File: config.mk
export PLATFORM = sky130hd
export DESIGN_NAME = mime_transfer_decoder
export DESIGN_NICKNAME = d
export VERILOG_FILES = /design/src/sv/mtd_pkg.sv /design/src/sv/mtd_front.sv /design/src/sv/mtd_fifo.sv /design/src/sv/mtd_back.sv /design/src/sv/mime_transfer_decoder.sv
export VERILOG_INCLUDE_DIRS = /design/src /design/src/sv
export SDC_FILE = /design/constraint.sdc
export NUM_CORES = 1
export LEC_CHECK = 0
export ABC_AREA = 1
export BUFFER_PORTS_ARGS = -buffer_cell sky130_fd_sc_hd__buf_2
export CELL_PAD_IN_SITES_DETAIL_PLACEMENT = 0
export CELL_PAD_IN_SITES_GLOBAL_PLACEMENT = 1
export CORE_MARGIN = 3
export CORE_UTILIZATION = 35
export DETAILED_ROUTE_END_ITERATION = 10
export GPL_TIMING_DRIVEN = 1
export PLACE_DENSITY = 0.59
export SKIP_LAST_GASP = 1
export SYNTH_ARGS = -nofsm -noshare
export SYNTH_HDL_FRONTEND = slang
export SYNTH_SLANG_ARGS = --single-unit
File: constraint.sdc
create_clock -name clk -period 15.3 [get_ports clk]
set_input_delay 2.295 -clock clk [delete_from_list [all_inputs] [get_ports clk]]
set_output_delay 2.295 -clock clk [all_outputs]
set_load 0.03 [all_outputs]
File: src/sv/assert_macros.svh
// ----------------------------------------------------------------------------
// assert_macros.svh
// Assertion macros shared by the RTL; define ASSERT_OFF to compile them out.
// ----------------------------------------------------------------------------
`ifndef ASSERT_MACROS_SVH
`define ASSERT_MACROS_SVH
`ifndef ASSERT_OFF
// cond holds at every clock edge out of reset
`define ASSERT_ALWAYS(lbl, clk, rst_n, cond) \
  lbl: assert property (@(posedge clk) disable iff (!rst_n) (cond)) \
    else $error("assertion failed");
// cons holds in the same cycle as ante
`define ASSERT_IMPLIES(lbl, clk, rst_n, ante, cons) \
  lbl: assert property (@(posedge clk) disable iff (!rst_n) (ante) |-> (cons)) \
    else $error("assertion failed");
// cons holds in the cycle after ante
`define ASSERT_NEXT(lbl, clk, rst_n, ante, cons) \
  lbl: assert property (@(posedge clk) disable iff (!rst_n) (ante) |=> (cons)) \
    else $error("assertion failed");
`else
`define ASSERT_ALWAYS(lbl, clk, rst_n, cond)
`define ASSERT_IMPLIES(lbl, clk, rst_n, ante, cons)
`define ASSERT_NEXT(lbl, clk, rst_n, ante, cons)
`endif
`endif

File: src/sv/mtd_pkg.sv
// ----------------------------------------------------------------------------
// mtd_pkg
// Types, character codes and decode helpers for the MIME transfer decoder.
// ----------------------------------------------------------------------------
package mtd_pkg;

  // decode modes
  localparam logic [1:0] MODE_NONE = 2'd0;
  localparam logic [1:0] MODE_QP   = 2'd1;
  localparam logic [1:0] MODE_B64  = 2'd2;
  localparam int         B64_SEL_BIT = 1;

  // item commands
  localparam logic CMD_DATA  = 1'b0;
  localparam logic CMD_FLUSH = 1'b1;

  // character codes
  localparam logic [7:0] CH_LF  = 8'h0a;
  localparam logic [7:0] CH_CR  = 8'h0d;
  localparam logic [7:0] CH_EQ  = 8'h3d;
  localparam logic [7:0] CH_SP  = 8'h20;
  localparam logic [7:0] CH_TAB = 8'h09;

  localparam int MAX_RESULTS   = 4;
  localparam int QUEUE_DEPTH   = 4;

  typedef struct packed {
    logic       cmd;
    logic [7:0] in_byte;
  } in_item_t;

  typedef struct packed {
    logic [7:0] out_byte;
    logic       last;
  } out_item_t;

  // all bytes produced by one input item
  typedef struct packed {
    logic [2:0]                   cnt;
    logic [MAX_RESULTS-1:0][7:0]  bytes;
  } bundle_t;

  typedef struct packed {
    bundle_t bund;
    logic    cr;
  } dec_out_t;

  typedef struct packed {
    logic       ok;
    logic [5:0] val;
  } b64_val_t;

  typedef struct packed {
    logic       ok;
    logic [3:0] val;
  } hex_val_t;

  typedef enum logic [1:0] {
    ESC_IDLE,
    ESC_EQ,
    ESC_HEX
  } esc_t;

  // base64 alphabet lookup, '=' maps to zero
  function automatic b64_val_t b64_decode(input logic [7:0] c);
    b64_val_t r;
    r.ok  = 1'b1;
    r.val = 6'd0;
    if (c >= 8'h41 && c <= 8'h5a) begin
      r.val = 6'(c - 8'h41);
    end else if (c >= 8'h61 && c <= 8'h7a) begin
      r.val = 6'(c - 8'h61 + 8'd26);
    end else if (c >= 8'h30 && c <= 8'h39) begin
      r.val = 6'(c - 8'h30 + 8'd52);
    end else if (c == 8'h2b) begin
      r.val = 6'd62;
    end else if (c == 8'h2f) begin
      r.val = 6'd63;
    end else if (c != CH_EQ) begin
      r.ok = 1'b0;
    end
    return r;
  endfunction

  // hex digit lookup, either case
  function automatic hex_val_t hex_decode(input logic [7:0] c);
    hex_val_t r;
    r.ok  = 1'b1;
    r.val = 4'd0;
    if (c >= 8'h30 && c <= 8'h39) begin
      r.val = 4'(c - 8'h30);
    end else if (c >= 8'h41 && c <= 8'h46) begin
      r.val = 4'(c - 8'h41 + 8'd10);
    end else if (c >= 8'h61 && c <= 8'h66) begin
      r.val = 4'(c - 8'h61 + 8'd10);
    end else begin
      r.ok = 1'b0;
    end
    return r;
  endfunction

  // pass up to three decoded bytes through the CR-before-LF filter
  function automatic dec_out_t put_seq(input logic [1:0] n, input logic [2:0][7:0] d,
                                       input logic cr_in);
    dec_out_t   r;
    logic       cr;
    logic [2:0] k;
    r  = '0;
    cr = cr_in;
    k  = 3'd0;
    for (int i = 0; i < 3; i++) begin
      if (2'(i) < n) begin
        if (cr && d[i] == CH_LF) begin
          r.bund.bytes[k[1:0]] = CH_LF;
          k  = k + 3'd1;
          cr = 1'b0;
        end else begin
          if (cr) begin
            r.bund.bytes[k[1:0]] = CH_CR;
            k = k + 3'd1;
          end
          cr = (d[i] == CH_CR);
          if (d[i] != CH_CR) begin
            r.bund.bytes[k[1:0]] = d[i];
            k = k + 3'd1;
          end
        end
      end
    end
    r.bund.cnt = k;
    r.cr       = cr;
    return r;
  endfunction

endpackage

File: src/sv/mtd_front.sv
// ----------------------------------------------------------------------------
// mtd_front
// Accepts input items, runs the base64 / quoted-printable decode state and
// pushes the bytes of each item as one bundle into the queue.
// ----------------------------------------------------------------------------
`include "assert_macros.svh"

module mtd_front (
  input  logic              clk,
  input  logic              rst_n,
  input  logic              cfg_valid,
  output logic              cfg_ready,
  input  logic [1:0]        cfg_data,
  input  logic              in_valid,
  output logic              in_ready,
  input  mtd_pkg::in_item_t in_data,
  input  logic              q_full,
  output logic              q_push,
  output mtd_pkg::bundle_t  q_data
);

  logic [1:0]    mode_r;
  logic [1:0]    gc_r, gc_nxt;
  logic [17:0]   bits_r, bits_nxt;
  logic          twp_r, twp_nxt;
  logic          gap_r, gap_nxt;
  logic          skip_r, skip_nxt;
  mtd_pkg::esc_t esc_r, esc_nxt;
  logic [7:0]    held_r, held_nxt;
  logic          cr_r, cr_nxt;

  logic               in_acc;
  logic [7:0]         c;
  logic               pad;
  logic               is_qp;
  logic               is_b64;
  logic [23:0]        word;
  mtd_pkg::b64_val_t  bv;
  mtd_pkg::hex_val_t  hx;
  mtd_pkg::hex_val_t  hh;
  logic [1:0]         dn;
  logic [2:0][7:0]    d;
  mtd_pkg::dec_out_t  res;
  mtd_pkg::bundle_t   bund;

  assign cfg_ready = 1'b1;
  assign in_ready  = !q_full;
  assign in_acc    = in_valid && in_ready;
  assign c         = in_data.in_byte;
  assign pad       = (c == mtd_pkg::CH_EQ);
  assign is_b64    = mode_r[mtd_pkg::B64_SEL_BIT];
  assign is_qp     = (mode_r == mtd_pkg::MODE_QP);
  assign bv        = mtd_pkg::b64_decode(c);
  assign hx        = mtd_pkg::hex_decode(c);
  assign hh        = mtd_pkg::hex_decode(held_r);
  assign word      = {bits_r, bv.val};

  // hold the mode register
  always_ff @(posedge clk) begin
    if (!rst_n) begin
      mode_r <= mtd_pkg::MODE_NONE;
    end else if (cfg_valid && cfg_ready) begin
      mode_r <= cfg_data;
    end
  end

  // next escape stage
  always_comb begin
    esc_nxt = esc_r;
    if (in_data.cmd == mtd_pkg::CMD_FLUSH) begin
      esc_nxt = mtd_pkg::ESC_IDLE;
    end else if (!is_b64 && is_qp) begin
      case (esc_r)
        mtd_pkg::ESC_IDLE: begin
          esc_nxt = pad ? mtd_pkg::ESC_EQ : mtd_pkg::ESC_IDLE;
        end
        mtd_pkg::ESC_EQ: begin
          if (hx.ok) begin
            esc_nxt = mtd_pkg::ESC_HEX;
          end else begin
            esc_nxt = pad ? mtd_pkg::ESC_EQ : mtd_pkg::ESC_IDLE;
          end
        end
        mtd_pkg::ESC_HEX: begin
          if (hx.ok) begin
            esc_nxt = mtd_pkg::ESC_IDLE;
          end else begin
            esc_nxt = pad ? mtd_pkg::ESC_EQ : mtd_pkg::ESC_IDLE;
          end
        end
        default: begin
          esc_nxt = mtd_pkg::ESC_IDLE;
        end
      endcase
    end
  end

  // decode one item: group state, decoded bytes, CR filter
  always_comb begin
    gc_nxt   = gc_r;
    bits_nxt = bits_r;
    twp_nxt  = twp_r;
    gap_nxt  = gap_r;
    skip_nxt = skip_r;
    held_nxt = held_r;
    dn       = 2'd0;
    d        = '0;
    if (in_data.cmd == mtd_pkg::CMD_FLUSH) begin
      // release a held escape, drop the open group
      case (esc_r)
        mtd_pkg::ESC_EQ: begin
          d[0] = mtd_pkg::CH_EQ;
          dn   = 2'd1;
        end
        mtd_pkg::ESC_HEX: begin
          d[0] = mtd_pkg::CH_EQ;
          d[1] = held_r;
          dn   = 2'd2;
        end
        default: begin
          dn = 2'd0;
        end
      endcase
      gc_nxt   = 2'd0;
      bits_nxt = '0;
      twp_nxt  = 1'b0;
      gap_nxt  = 1'b1;
      skip_nxt = 1'b0;
    end else if (is_b64) begin
      if (c == mtd_pkg::CH_LF) begin
        gc_nxt   = 2'd0;
        bits_nxt = '0;
        twp_nxt  = 1'b0;
        gap_nxt  = 1'b1;
        skip_nxt = 1'b0;
      end else if (skip_r) begin
        skip_nxt = 1'b1;
      end else if (gc_r == 2'd0 && (c == mtd_pkg::CH_SP || c == mtd_pkg::CH_TAB)) begin
        gc_nxt = 2'd0;
      end else if (!bv.ok || (gc_r == 2'd3 && gap_r && pad)) begin
        // invalid character or all-pad group: drop the rest of the line
        gc_nxt   = 2'd0;
        bits_nxt = '0;
        twp_nxt  = 1'b0;
        gap_nxt  = 1'b1;
        skip_nxt = 1'b1;
      end else if (gc_r != 2'd3) begin
        bits_nxt = {bits_r[11:0], bv.val};
        if (gc_r == 2'd2) begin
          twp_nxt = pad;
        end
        gap_nxt = gap_r & pad;
        gc_nxt  = gc_r + 2'd1;
      end else begin
        // complete the group
        d[0] = word[23:16];
        d[1] = word[15:8];
        d[2] = word[7:0];
        dn   = twp_r ? 2'd1 : (pad ? 2'd2 : 2'd3);
        gc_nxt   = 2'd0;
        bits_nxt = '0;
        twp_nxt  = 1'b0;
        gap_nxt  = 1'b1;
      end
    end else if (is_qp) begin
      case (esc_r)
        mtd_pkg::ESC_IDLE: begin
          if (!pad) begin
            d[0] = c;
            dn   = 2'd1;
          end
        end
        mtd_pkg::ESC_EQ: begin
          if (hx.ok) begin
            held_nxt = c;
          end else if (c != mtd_pkg::CH_LF) begin
            d[0] = mtd_pkg::CH_EQ;
            d[1] = c;
            dn   = pad ? 2'd1 : 2'd2;
          end
        end
        mtd_pkg::ESC_HEX: begin
          if (hx.ok) begin
            d[0] = {hh.val, hx.val};
            dn   = 2'd1;
          end else begin
            d[0] = mtd_pkg::CH_EQ;
            d[1] = held_r;
            d[2] = c;
            dn   = pad ? 2'd2 : 2'd3;
          end
        end
        default: begin
          dn = 2'd0;
        end
      endcase
    end else begin
      d[0] = c;
      dn   = 2'd1;
    end

    res  = mtd_pkg::put_seq(dn, d, cr_r);
    bund = res.bund;
    cr_nxt = res.cr;
    // a flush releases a pending CR as is
    if (in_data.cmd == mtd_pkg::CMD_FLUSH && res.cr) begin
      bund.bytes[bund.cnt[1:0]] = mtd_pkg::CH_CR;
      bund.cnt = bund.cnt + 3'd1;
      cr_nxt   = 1'b0;
    end
  end

  assign q_push = in_acc && (bund.cnt != 3'd0);
  assign q_data = bund;

  // advance decode state on each accepted item
  always_ff @(posedge clk) begin
    if (!rst_n) begin
      gc_r   <= 2'd0;
      bits_r <= '0;
      twp_r  <= 1'b0;
      gap_r  <= 1'b1;
      skip_r <= 1'b0;
      esc_r  <= mtd_pkg::ESC_IDLE;
      held_r <= '0;
      cr_r   <= 1'b0;
    end else if (in_acc) begin
      gc_r   <= gc_nxt;
      bits_r <= bits_nxt;
      twp_r  <= twp_nxt;
      gap_r  <= gap_nxt;
      skip_r <= skip_nxt;
      esc_r  <= esc_nxt;
      held_r <= held_nxt;
      cr_r   <= cr_nxt;
    end
  end

  `ASSERT_NEXT(a_flush_clears, clk, rst_n, in_acc && in_data.cmd == mtd_pkg::CMD_FLUSH, esc_r == mtd_pkg::ESC_IDLE && !cr_r && gc_r == 2'd0 && !skip_r)
  `ASSERT_IMPLIES(a_bundle_bound, clk, rst_n, q_push, q_data.cnt <= 3'(mtd_pkg::MAX_RESULTS))

endmodule

File: src/sv/mtd_fifo.sv
// ----------------------------------------------------------------------------
// mtd_fifo
// Short bundle queue between the decode front and the byte output back.
// ----------------------------------------------------------------------------
`include "assert_macros.svh"

module mtd_fifo #(
  parameter int DEPTH = mtd_pkg::QUEUE_DEPTH
) (
  input  logic             clk,
  input  logic             rst_n,
  input  logic             push,
  input  mtd_pkg::bundle_t push_data,
  output logic             full,
  input  logic             pop,
  output mtd_pkg::bundle_t pop_data,
  output logic             not_empty
);

  localparam int PTR_W = (DEPTH > 1) ? $clog2(DEPTH) : 1;
  localparam int CNT_W = $clog2(DEPTH + 1);

  mtd_pkg::bundle_t   mem [DEPTH];
  logic [PTR_W-1:0]   wr_ptr_r, wr_ptr_nxt;
  logic [PTR_W-1:0]   rd_ptr_r, rd_ptr_nxt;
  logic [CNT_W-1:0]   cnt_r, cnt_nxt;

  assign full      = (cnt_r == CNT_W'(DEPTH));
  assign not_empty = (cnt_r != '0);
  assign pop_data  = mem[rd_ptr_r];

  // advance pointers and fill count
  always_comb begin
    wr_ptr_nxt = wr_ptr_r;
    rd_ptr_nxt = rd_ptr_r;
    cnt_nxt    = cnt_r;
    if (push) begin
      wr_ptr_nxt = (wr_ptr_r == PTR_W'(DEPTH - 1)) ? '0 : wr_ptr_r + PTR_W'(1);
    end
    if (pop) begin
      rd_ptr_nxt = (rd_ptr_r == PTR_W'(DEPTH - 1)) ? '0 : rd_ptr_r + PTR_W'(1);
    end
    if (push && !pop) begin
      cnt_nxt = cnt_r + CNT_W'(1);
    end else if (pop && !push) begin
      cnt_nxt = cnt_r - CNT_W'(1);
    end
  end

  always_ff @(posedge clk) begin
    if (!rst_n) begin
      wr_ptr_r <= '0;
      rd_ptr_r <= '0;
      cnt_r    <= '0;
    end else begin
      wr_ptr_r <= wr_ptr_nxt;
      rd_ptr_r <= rd_ptr_nxt;
      cnt_r    <= cnt_nxt;
    end
  end

  // store pushed bundles
  always_ff @(posedge clk) begin
    if (push) begin
      mem[wr_ptr_r] <= push_data;
    end
  end

  `ASSERT_IMPLIES(a_no_overflow, clk, rst_n, push, !full)
  `ASSERT_IMPLIES(a_no_underflow, clk, rst_n, pop, not_empty)

endmodule

File: src/sv/mtd_back.sv
// ----------------------------------------------------------------------------
// mtd_back
// Takes bundles from the queue and sends their bytes one per cycle, unless
// out_ready stalls, through an output register, marking each bundle's last byte.
// ----------------------------------------------------------------------------
`include "assert_macros.svh"

module mtd_back (
  input  logic               clk,
  input  logic               rst_n,
  input  logic               q_valid,
  input  mtd_pkg::bundle_t   q_data,
  output logic               q_pop,
  output logic               out_valid,
  input  logic               out_ready,
  output mtd_pkg::out_item_t out_data
);

  logic               cur_valid_r;
  mtd_pkg::bundle_t   cur_r;
  logic [1:0]         idx_r;
  logic               out_valid_r;
  mtd_pkg::out_item_t out_data_r;
  logic               adv;
  logic               fin;

  // move one byte when the output register is free
  assign adv   = cur_valid_r && (!out_valid_r || out_ready);
  assign fin   = adv && ({1'b0, idx_r} == cur_r.cnt - 3'd1);
  assign q_pop = q_valid && (!cur_valid_r || fin);

  // hold the current bundle and its byte index
  always_ff @(posedge clk) begin
    if (!rst_n) begin
      cur_valid_r <= 1'b0;
      idx_r       <= 2'd0;
    end else if (q_pop) begin
      cur_valid_r <= 1'b1;
      idx_r       <= 2'd0;
    end else if (fin) begin
      cur_valid_r <= 1'b0;
    end else if (adv) begin
      idx_r <= idx_r + 2'd1;
    end
  end

  always_ff @(posedge clk) begin
    if (q_pop) begin
      cur_r <= q_data;
    end
  end

  // output register
  always_ff @(posedge clk) begin
    if (!rst_n) begin
      out_valid_r <= 1'b0;
    end else if (adv) begin
      out_valid_r <= 1'b1;
    end else if (out_ready) begin
      out_valid_r <= 1'b0;
    end
  end

  always_ff @(posedge clk) begin
    if (adv) begin
      out_data_r.out_byte <= cur_r.bytes[idx_r];
      out_data_r.last     <= fin;
    end
  end

  assign out_valid = out_valid_r;
  assign out_data  = out_data_r;

  `ASSERT_IMPLIES(a_bundle_nonempty, clk, rst_n, cur_valid_r, cur_r.cnt != 3'd0)
  `ASSERT_IMPLIES(a_idx_in_range, clk, rst_n, cur_valid_r, {1'b0, idx_r} < cur_r.cnt)

endmodule

File: src/sv/mime_transfer_decoder.sv
// ----------------------------------------------------------------------------
// mime_transfer_decoder
// Decodes a MIME body part byte stream: pass-through, quoted-printable or
// base64, with CR-before-LF removal and a flush command at end of part.
//
//   channel  dir  handshake              payload
//   cfg      in   cfg_valid/cfg_ready    cfg_data (decode mode, 2 bits)
//   in       in   in_valid/in_ready      in_data  {cmd, in_byte}
//   out      out  out_valid/out_ready    out_data {out_byte, last}
//
// The front takes one input item per cycle while the queue is not full and
// decodes it in that cycle into a bundle of zero to four bytes. Bundles wait
// in a QUEUE_DEPTH-entry queue; the back sends one byte per cycle unless
// out_ready stalls it. in_ready drops only while the queue is full.
// Reset is synchronous and clears all control state.
// ----------------------------------------------------------------------------
module mime_transfer_decoder #(
  parameter int QUEUE_DEPTH = mtd_pkg::QUEUE_DEPTH
) (
  input  logic               clk,
  input  logic               rst_n,
  input  logic               cfg_valid,
  output logic               cfg_ready,
  input  logic [1:0]         cfg_data,
  input  logic               in_valid,
  output logic               in_ready,
  input  mtd_pkg::in_item_t  in_data,
  output logic               out_valid,
  input  logic               out_ready,
  output mtd_pkg::out_item_t out_data
);

  logic             q_push;
  logic             q_full;
  logic             q_pop;
  logic             q_not_empty;
  mtd_pkg::bundle_t q_wdata;
  mtd_pkg::bundle_t q_rdata;

  // decode front
  mtd_front u_front (
    .clk       (clk),
    .rst_n     (rst_n),
    .cfg_valid (cfg_valid),
    .cfg_ready (cfg_ready),
    .cfg_data  (cfg_data),
    .in_valid  (in_valid),
    .in_ready  (in_ready),
    .in_data   (in_data),
    .q_full    (q_full),
    .q_push    (q_push),
    .q_data    (q_wdata)
  );

  // bundle queue
  mtd_fifo #(
    .DEPTH (QUEUE_DEPTH)
  ) u_fifo (
    .clk       (clk),
    .rst_n     (rst_n),
    .push      (q_push),
    .push_data (q_wdata),
    .full      (q_full),
    .pop       (q_pop),
    .pop_data  (q_rdata),
    .not_empty (q_not_empty)
  );

  // byte output back
  mtd_back u_back (
    .clk       (clk),
    .rst_n     (rst_n),
    .q_valid   (q_not_empty),
    .q_data    (q_rdata),
    .q_pop     (q_pop),
    .out_valid (out_valid),
    .out_ready (out_ready),
    .out_data  (out_data)
  );

endmodule
Yosys cells after proc, flatten, opt, wreduce, memory -nomap -nowiden
Memories as Yosys holds them, arrays and structs flattened. A register that Yosys moved wholly into a read port is not among the register bits.
Index checks and enable logic that the tools add are counted.
{"block": "classes", "n_mux": 170, "addsub": 25, "n_eq_ne": 30, "n_bitwise": 20, "n_reduce_logical": 58, "magnitude_cmp": 30}
{"op": "32-bit two-way mux", "n": 14}
{"op": "24-bit two-way mux", "n": 7}
{"op": "8-bit two-way mux", "n": 16}
{"op": "18-bit two-way mux", "n": 7}
{"op": "32-bit bitwise mux", "n": 3}
{"op": "8-bit demux with 2-bit select", "n": 6}
{"op": "16-bit two-way mux", "n": 5}
{"op": "8-bit by 4-bit equality test with 1-bit output, second input constant", "n": 8}
{"op": "20-bit bitwise AND", "n": 3}
{"op": "20-bit NOT", "n": 3}
{"op": "3-bit two-way mux", "n": 19}
{"op": "2-bit two-way mux", "n": 26}
{"op": "24-bit bitwise AND", "n": 2}
{"op": "8-bit by 7-bit <= comparator with 1-bit output, second input constant", "n": 6}
{"op": "24-bit NOT", "n": 2}
{"op": "1-bit two-way mux", "n": 47}
{"op": "6-bit two-way mux", "n": 6}
{"op": "12-bit bitwise OR", "n": 3}
{"op": "35-bit two-way mux", "n": 1}
{"op": "8-bit by 6-bit equality test with 1-bit output, second input constant", "n": 4}
{"op": "8-bit by 7-bit >= comparator with 1-bit output, second input constant", "n": 4}
{"op": "8-bit by 4-bit != test with 1-bit output, second input constant", "n": 4}
{"op": "1-bit logical AND", "n": 29}
{"op": "4-bit two-way mux", "n": 7}
{"op": "43 further kinds", "n": 101}
{"block": "totals", "wordCells": 351, "ff_bits": 56, "out_inout_bits": 12, "memories": 1, "ram_bits": 140, "inputBits": 16}
{"name": "u_fifo.mem", "depth": 4, "word_bits": 35, "rd": 1, "rd_clocked_by_memory_dff": 1, "write_ports": 1, "line": "mtd_fifo.sv:23", "rtl": "mtd_pkg::bundle_t mem [DEPTH];"}

Logic depth before layout (Yosys ltp)
Gate-level depths: netlist of the first run.
{"block": "logic_depth", "word_depth": 52, "depth_mapped": 62}

Modules after synthesis
Synthesis of the first run repeated with hierarchy kept, for this count alone.
{"block": "unflattened", "hier_cells": 1572, "area_unflattened_um2": 13442.9}
{"mod": "mtd_front", "cells_each": 1036, "area_per_inst_um2": 5939.4, "instances": 1}
{"mod": "mtd_fifo", "cells_each": 398, "area_per_inst_um2": 5654.2, "instances": 1}
{"mod": "mtd_back", "cells_each": 138, "area_per_inst_um2": 1849.3, "instances": 1}

Worst setup path after synthesis of the first run
Ideal clock, no wire load.
{"block": "synth_timing", "path_type": "input to register", "from": "input port in_data[2] in the netlist's numbering", "to": "memory u_fifo.mem[3][0] in the netlist's numbering, enable pin", "setup_time_ns": 0.427, "path_stages": 49, "n_path_buf": 1, "path_slack_ns": 5.762, "required_ns": 14.873, "t_arrival_ns": 9.111, "cell_sequence": "buf_2 -> inv_1 -> ha_1 -> a21oi_1 -> o21ai_1 -> o21ai_1 -> nand2_2 -> nand2_1 -> inv_2 -> nand2_4 -> nand2_4 -> inv_2 -> nand3_1 -> nand2_1 -> clkinv_1 -> nand2_1 -> nand2_1 -> nor2_2 -> [13 not listed] -> nand2_1 -> nand2_1 -> inv_1 -> ha_1 -> nand2_1 -> nand2_1 -> ha_1 -> a21oi_1 -> nand2_1 -> nand2_1 -> inv_1 -> ha_1 -> nand2_1 -> nand2_1 -> nor2_4 -> nand2_4 -> nand2_4 -> nor2_1"}
{"element": "start: declaration", "line": "mime_transfer_decoder.sv:27", "rtl": "input mtd_pkg::in_item_t in_data,"}
{"element": "end: declaration", "line": "mtd_fifo.sv:23"}

==> results.py, run 1 <==
metrics = {
    "critical_path": {
        "crit_fanout": 12,
        "r2r-start": "u_front.esc_r[0]",
        "slowest_delay_ns": 0.43,
        "cpLargestDelayFamily": "simple AND/OR/NAND/NOR gates",
        "crit_arrival_ns": 9.96,
        "critPathCaptureType": "register",
        "path_class": "in2reg",
        "startpoint": "in_data[2]",
        "path_common_cell": "nand2_1",
        "cp.required_ns": 15.71,
        "crit_buf_inv": 10,
        "critPathSlowestCell": "fa_1",
        "start_kind": "input pin",
    },
    "clock_network": {
        "insertion_delay_ns": 0.54,
        "clk_pin_slew_ns": 0.06,
        "clock_sinks": 231,
        "clockBufferDepth": 3,
        "postCtsSetupBuffers": 0,
        "cts_made_buffers": 26,
        "cts_tree": "built",
        "htreeDepth": 1,
        "cts_hold_buf": 0,
        "clockRootBuffer": "clkbuf_16",
        "cts_resized": 0,
    },
    "floorplan": {
        "initial_core_util": 0.360,
        "die_w_um": 201,
        "fp.dieH_um": 201,
        "core-area_mm2": 0.0370,
        "die_area_mm2": 0.0405,
        "rows": 70,
        "boundaryPins": 28,
    },
    "cells_and_area": {
        "regArea_mm2": 0.00647,
        "area_growth_pct": 10.8,
        "fillCellCount": 3834,
        "multi_input_area_mm2": 0.00596,
        "drive_gt1_frac": 0.117,
        "diodes": 0,
        "nets": 1652,
    },
    "global_routing": {
        "antenna_found_initial": 0,
        "grt-ovfl-total": 0,
        "grt_max_degree": 74,
        "first_global_vias": 10600,
        "grt_use_total": 0.204,
        "grt_pass1_wl_um": 64900,
    },
    "synth": {
        "syn-mean-instance-area_um2": 8.47,
        "synth_simple_gate_area_frac": 0.232,
        "synth_compound_area_frac": 0.157,
        "synth_edf_count": 184,
        "ys_warn_count": 0,
        "post_synth_mux_area_share": 0,
        "synth_adder_area_share": 0.0484,
        "syn_inst": 1575,
        "synth_top_family_by_area": "simple AND/OR/NAND/NOR gates",
        "synth_nets": 1642,
        "post_synth_num_cell_types": 56,
        "synth_xor_area_frac": 0.00657,
        "netlist_area_mm2": 0.0133,
        "async_flop_share": 0,
        "dominantRegCellSynth": "edfxtp_1",
        "ys_ff_latch": 231,
        "seq_area_frac_synth": 0.485,
    },
    "timing": {
        "fmax_ghz": 0.105,
        "fin_hold_ws_ns": 0.467,
        "worst_slew_pin_slew_ns": 1.10,
        "finalCritPeriodShare": 0.624,
        "setup_viol": 0,
        "rsz0062_at_grt": "no",
        "fin_crit_ns": 9.55,
        "hold_viol": 0,
        "relSlewSlack": 0.266,
        "slew_violations": 0,
        "finalClockSkew_ns": 0.0220,
        "fin_tns_setup_ns": 0,
    },
    "power": {
        "peakVddDrop_uv": 82.7,
        "p_leak_nw": 5.93,
        "pwr_density_cell_mw_per_mm2": 138,
    },
    "hold_path": {
        "hold_path_startpoint": "u_front.bits_r[12]",
        "worstHoldPathType": "reg2reg",
    },
    "placed_design": {
        "hpwlAfterDp_um": 30700,
        "port_buffers": 26,
        "gp_congestion": 0.898,
    },
    "routing": {
        "vias": 11000,
        "routed_wl_um": 42300,
        "routed_via_density": 5.24,
        "drc": 0,
        "postRouteAntennaNets": 0,
        "initialDrtViolationCount": 937,
        "first_pass_iters": 6,
        "wl_per_cell_um": 20.1,
    },
    "job": {
        "drv_cap": 0,
    },
    "status": {
        "status": "completed",
    },
}
kinds of logic (layout without fill, tap and decap cells):
group | after synthesis | count (layout)
AND/OR/NAND/NOR | 683 | 683
AO/OA/AOI/OAI | 366 | 366
buffers and inverters | 233 | 262
flip-flops | 231 | 231
adder cells (fa/ha/maj) | 51 | 51
XOR/XNOR | 10 | 10
other | 1 | 1
placed cells by master (no fill, tap or decap), types with 13 or more instances in the layout:
master,Yosys,layout
nor2_1,179,177
dfxtp_1,47,46
o22ai_1,58,58
buf_2,9,26
nand2_1,316,316
edfxtp_1,184,184
ha_1,50,50
o21ai_0,154,154
nand2_2,24,24
a21oi_1,85,85
inv_2,25,26
nor3_1,13,13
nand3_1,75,75
inv_1,140,140
nand4_1,27,27
clkbuf_16,0,26
final timing paths:
kind / endpoint / slack [ns] / depth (start not counted)
max: u_fifo.cnt_r[2] / 5.75 / 56
min: u_front.bits_r[12] / 0.47 / 2
max reg2reg: u_fifo.cnt_r[2] / 7.68 / 53
min reg2reg: u_front.bits_r[12] / 0.47 / 2
synth_stat cells (5+ instances only):
master,count,area share
edfxtp_1,184,0.41
nor3_1,13,0.0049
o21ai_0,154,0.058
nand2_2,24,0.011
nor2_4,6,0.0051
inv_1,140,0.039
a31oi_1,8,0.0038
o22ai_1,58,0.027
nor2_2,12,0.0056
a21oi_1,85,0.032
buf_2,9,0.0034
o21ai_1,11,0.0041
a22oi_1,8,0.0045
clkbuf_1,37,0.010
nand4_1,27,0.013
nand3_2,8,0.0060
nand2_4,12,0.010
nand3_1,75,0.028
xor2_1,6,0.0039
inv_2,25,0.0070
clkinv_1,9,0.0025
o211ai_1,10,0.0056
ha_1,50,0.047
dfxtp_1,47,0.071
o32ai_1,5,0.0033
nand2_1,316,0.089
nor2_1,179,0.050
where the power goes:
part | internal [mW] | switching (mW)
clock | 0.349 | 0.251
sequential | 0.834 | 0.0377
combinational | 0.153 | 0.412
layer usage:
metal | track usage | wire, um
met1 | 0.284 | 19600
met2 | 0.344 | 19800
met3 | 0.0246 | 1870
met4 | 0.0466 | 1040
met5 | 0 | 0
sequential cells by signal, summed over array words and instances (netlist names), 2 cells and up:
register         flops
u_back.out_data      9
u_front.bits_r      18
u_fifo.mem         140
u_front.gc_r         2
u_fifo.rd_ptr_r      2
u_front.mode_r       2
u_back.idx_r         2
u_back.cur_r        35
u_fifo.cnt_r         3
u_fifo.wr_ptr_r      2
u_front.esc_r        2
u_front.held_r       8
worst register-to-register path: cells and delay by family, from the launching register on:
kind / cells / cell delay, ns
compound gates: 6 / 0.80
fa+ha+maj: 9 / 2.80
buf+inv: 9 / 0.66
flops: 1 / 0.34
simple gates: 29 / 2.89
area by class of cell:
class	count	share of cell area
inverter	177	0.0455
multi-input combinational	1111	0.403
tap	504	0.0427
clock buffer	33	0.0485
sequential	231	0.438
timing repair buffer	38	0.0149
clock inverter	14	0.00770
per-stage QoR:
step           power [mW]  area [um2]   util  setup WS (ns)  cells
6_report             2.04       14800  0.399           5.75   2108
5_1_grt              2.17       14800  0.399           4.84   2108
4_1_cts              2.07       14800  0.399           5.75   2108
3_5_place_dp         1.46       13900  0.376           5.22   2061
3_3_place_gp         1.46       13900  0.376           5.32   2061
2_1_floorplan        1.27       13300      -           5.76   1575
Power figures use the tool's default switching activity.
==> run 2, diff against run 1 <==
clock period = 9.85 ns   (was 15.3 ns; I/O delays follow)
==> run 2 against run 1 <==
Largest power group unchanged. Sequential power is 58% higher. Sequential share of layout area decreased by 0.063 points. Register-to-register slack worse by 5.4 ns. Worst setup slack lost 4.6 ns. Via count up 0.36%. Highest routed layer unchanged. Sequential cell count is the same.
==> results.py, run 2 (synthesis results as in run 1) <==
metrics = {
    "floorplan": {
        "die_w_um": 201,
        "rows": 70,
        "boundaryPins": 28,
        "fp.dieH_um": 201,
        "die_area_mm2": 0.0405,
        "core-area_mm2": 0.0370,
        "initial_core_util": 0.360,
    },
    "clock_network": {
        "postCtsSetupBuffers": 0,
        "clk_pin_slew_ns": 0.06,
        "htreeDepth": 1,
        "cts_resized": 0,
        "cts_tree": "built",
        "insertion_delay_ns": 0.55,
        "clockRootBuffer": "clkbuf_16",
        "clock_sinks": 231,
        "cts_hold_buf": 0,
        "cts_made_buffers": 26,
        "clockBufferDepth": 3,
    },
    "hold_path": {
        "min_path_cells": 2,
        "worstHoldPathType": "reg2reg",
    },
    "cells_and_area": {
        "fillCellCount": 3819,
        "top_register": "u_fifo.mem",
        "multi_input_area_mm2": 0.00596,
        "diodes": 0,
        "mostFrequentLayoutCell": "nand2_1",
        "largest_reg_flops": 140,
        "final_cell_mix": "316 x nand2_1, 184 x edfxtp_1, 177 x nor2_1",
        "area_growth_pct": 10.9,
        "nets": 1653,
        "drive_gt1_frac": 0.114,
        "regArea_mm2": 0.00647,
        "reg_top3": "u_fifo.mem: 140 flops, u_back.cur_r: 35 flops, u_front.bits_r: 18 flops",
    },
    "critical_path": {
        "path_common_cell": "nand2_1",
        "r2r_cells": 53,
        "critPathCaptureType": "register",
        "slowest_delay_ns": 0.43,
        "endpoint": "u_fifo.cnt_r[2]",
        "path_class": "in2reg",
        "crit_fanout": 12,
        "startpoint": "in_data[2]",
        "crit_arrival_ns": 9.13,
        "r2r-start": "u_front.esc_r[0]",
        "rr_endpoint": "u_fifo.cnt_r[2]",
        "cp.required_ns": 10.28,
        "ff2ff_setup_slack_ns": 2.23,
        "critPathSlowestCell": "fa_1",
        "start_kind": "input pin",
    },
    "timing": {
        "finalClockSkew_ns": 0.0218,
        "worst_slew_pin_slew_ns": 1.02,
        "fin_tns_setup_ns": 0,
        "fin_crit_ns": 8.70,
        "slew_violations": 0,
        "rsz0062_at_grt": "no",
        "setup_viol": 0,
        "fmax_ghz": 0.115,
        "relSlewSlack": 0.318,
        "hold_viol": 0,
        "finalCritPeriodShare": 0.883,
        "fin_hold_ws_ns": 0.470,
    },
    "placed_design": {
        "gp_congestion": 0.894,
        "hpwlAfterDp_um": 30900,
        "port_buffers": 26,
    },
    "routing": {
        "wl_per_cell_um": 20.1,
        "first_pass_iters": 7,
        "routed_via_density": 5.25,
        "vias": 11100,
        "initialDrtViolationCount": 889,
        "postRouteAntennaNets": 0,
        "drc": 0,
        "routed_wl_um": 42500,
    },
    "global_routing": {
        "grt_pass1_wl_um": 64900,
        "grt_use_total": 0.205,
        "grt-ovfl-total": 0,
        "antenna_found_initial": 1,
        "first_global_vias": 10600,
        "grt_max_degree": 50,
    },
    "power": {
        "p_leak_nw": 5.92,
        "pwr_density_cell_mw_per_mm2": 216,
        "peakVddDrop_uv": 123,
    },
    "job": {
        "drv_cap": 0,
    },
    "status": {
        "status": "completed",
    },
}
[run 2: how the worst min path moves through the flow]
stage                             from            endpoint
floorplan           u_front.bits_r[12]  u_front.bits_r[12]
global placement    u_back.cur_valid_r    u_back.out_valid
detailed placement  u_front.bits_r[15]  u_front.bits_r[15]
CTS                 u_front.bits_r[15]  u_front.bits_r[15]
global route        u_front.bits_r[14]  u_front.bits_r[14]
finish              u_front.bits_r[15]  u_front.bits_r[15]
[run 2: power by group]
group          switching, mW  total (mW)  internal [mW]
registers             0.0837        1.38           1.30
clock network          0.389       0.954          0.565
logic                  0.633       0.869          0.236
total                   1.11        3.20           2.10
[run 2: per-layer routing]
metal | vias to the layer above | GRT usage | part of all wire
met2 | 291 | 0.334 | 0.46
li1 | 5434 | - | -
met3 | 48 | 0.0293 | 0.046
met4 | 0 | 0.0456 | 0.020
met5 | - | 0 | 0
met1 | 5305 | 0.290 | 0.47
[run 2: stage by stage]
step	power, mW	area, um2	worst slack [ns]	instances	utilization
after CTS	3.24	14800	1.21	2110	0.399
after floorplan	1.98	13300	1.13	1575	-
final	3.20	14800	1.15	2110	0.399
after global routing	3.40	14800	0.290	2110	0.399
after global placement	2.28	14000	0.794	2062	0.377
after detailed placement	2.28	14000	0.653	2062	0.377
[run 2: worst max-delay path: cells and delay by family]
family,cells,cell delay [ns]
buf+inv,10,1.03
simple gates,32,3.38
compound gates,5,0.57
fa+ha+maj,9,2.64
[run 2: area by class of cell]
cell class              instances  share of cell area
clock inverters                16              0.0116
repair buffers                 39              0.0154
multi-input cells            1111               0.403
clock buffers                  32              0.0455
well taps                     504              0.0426
flip-flops and latches        231               0.437
inverters                     177              0.0454
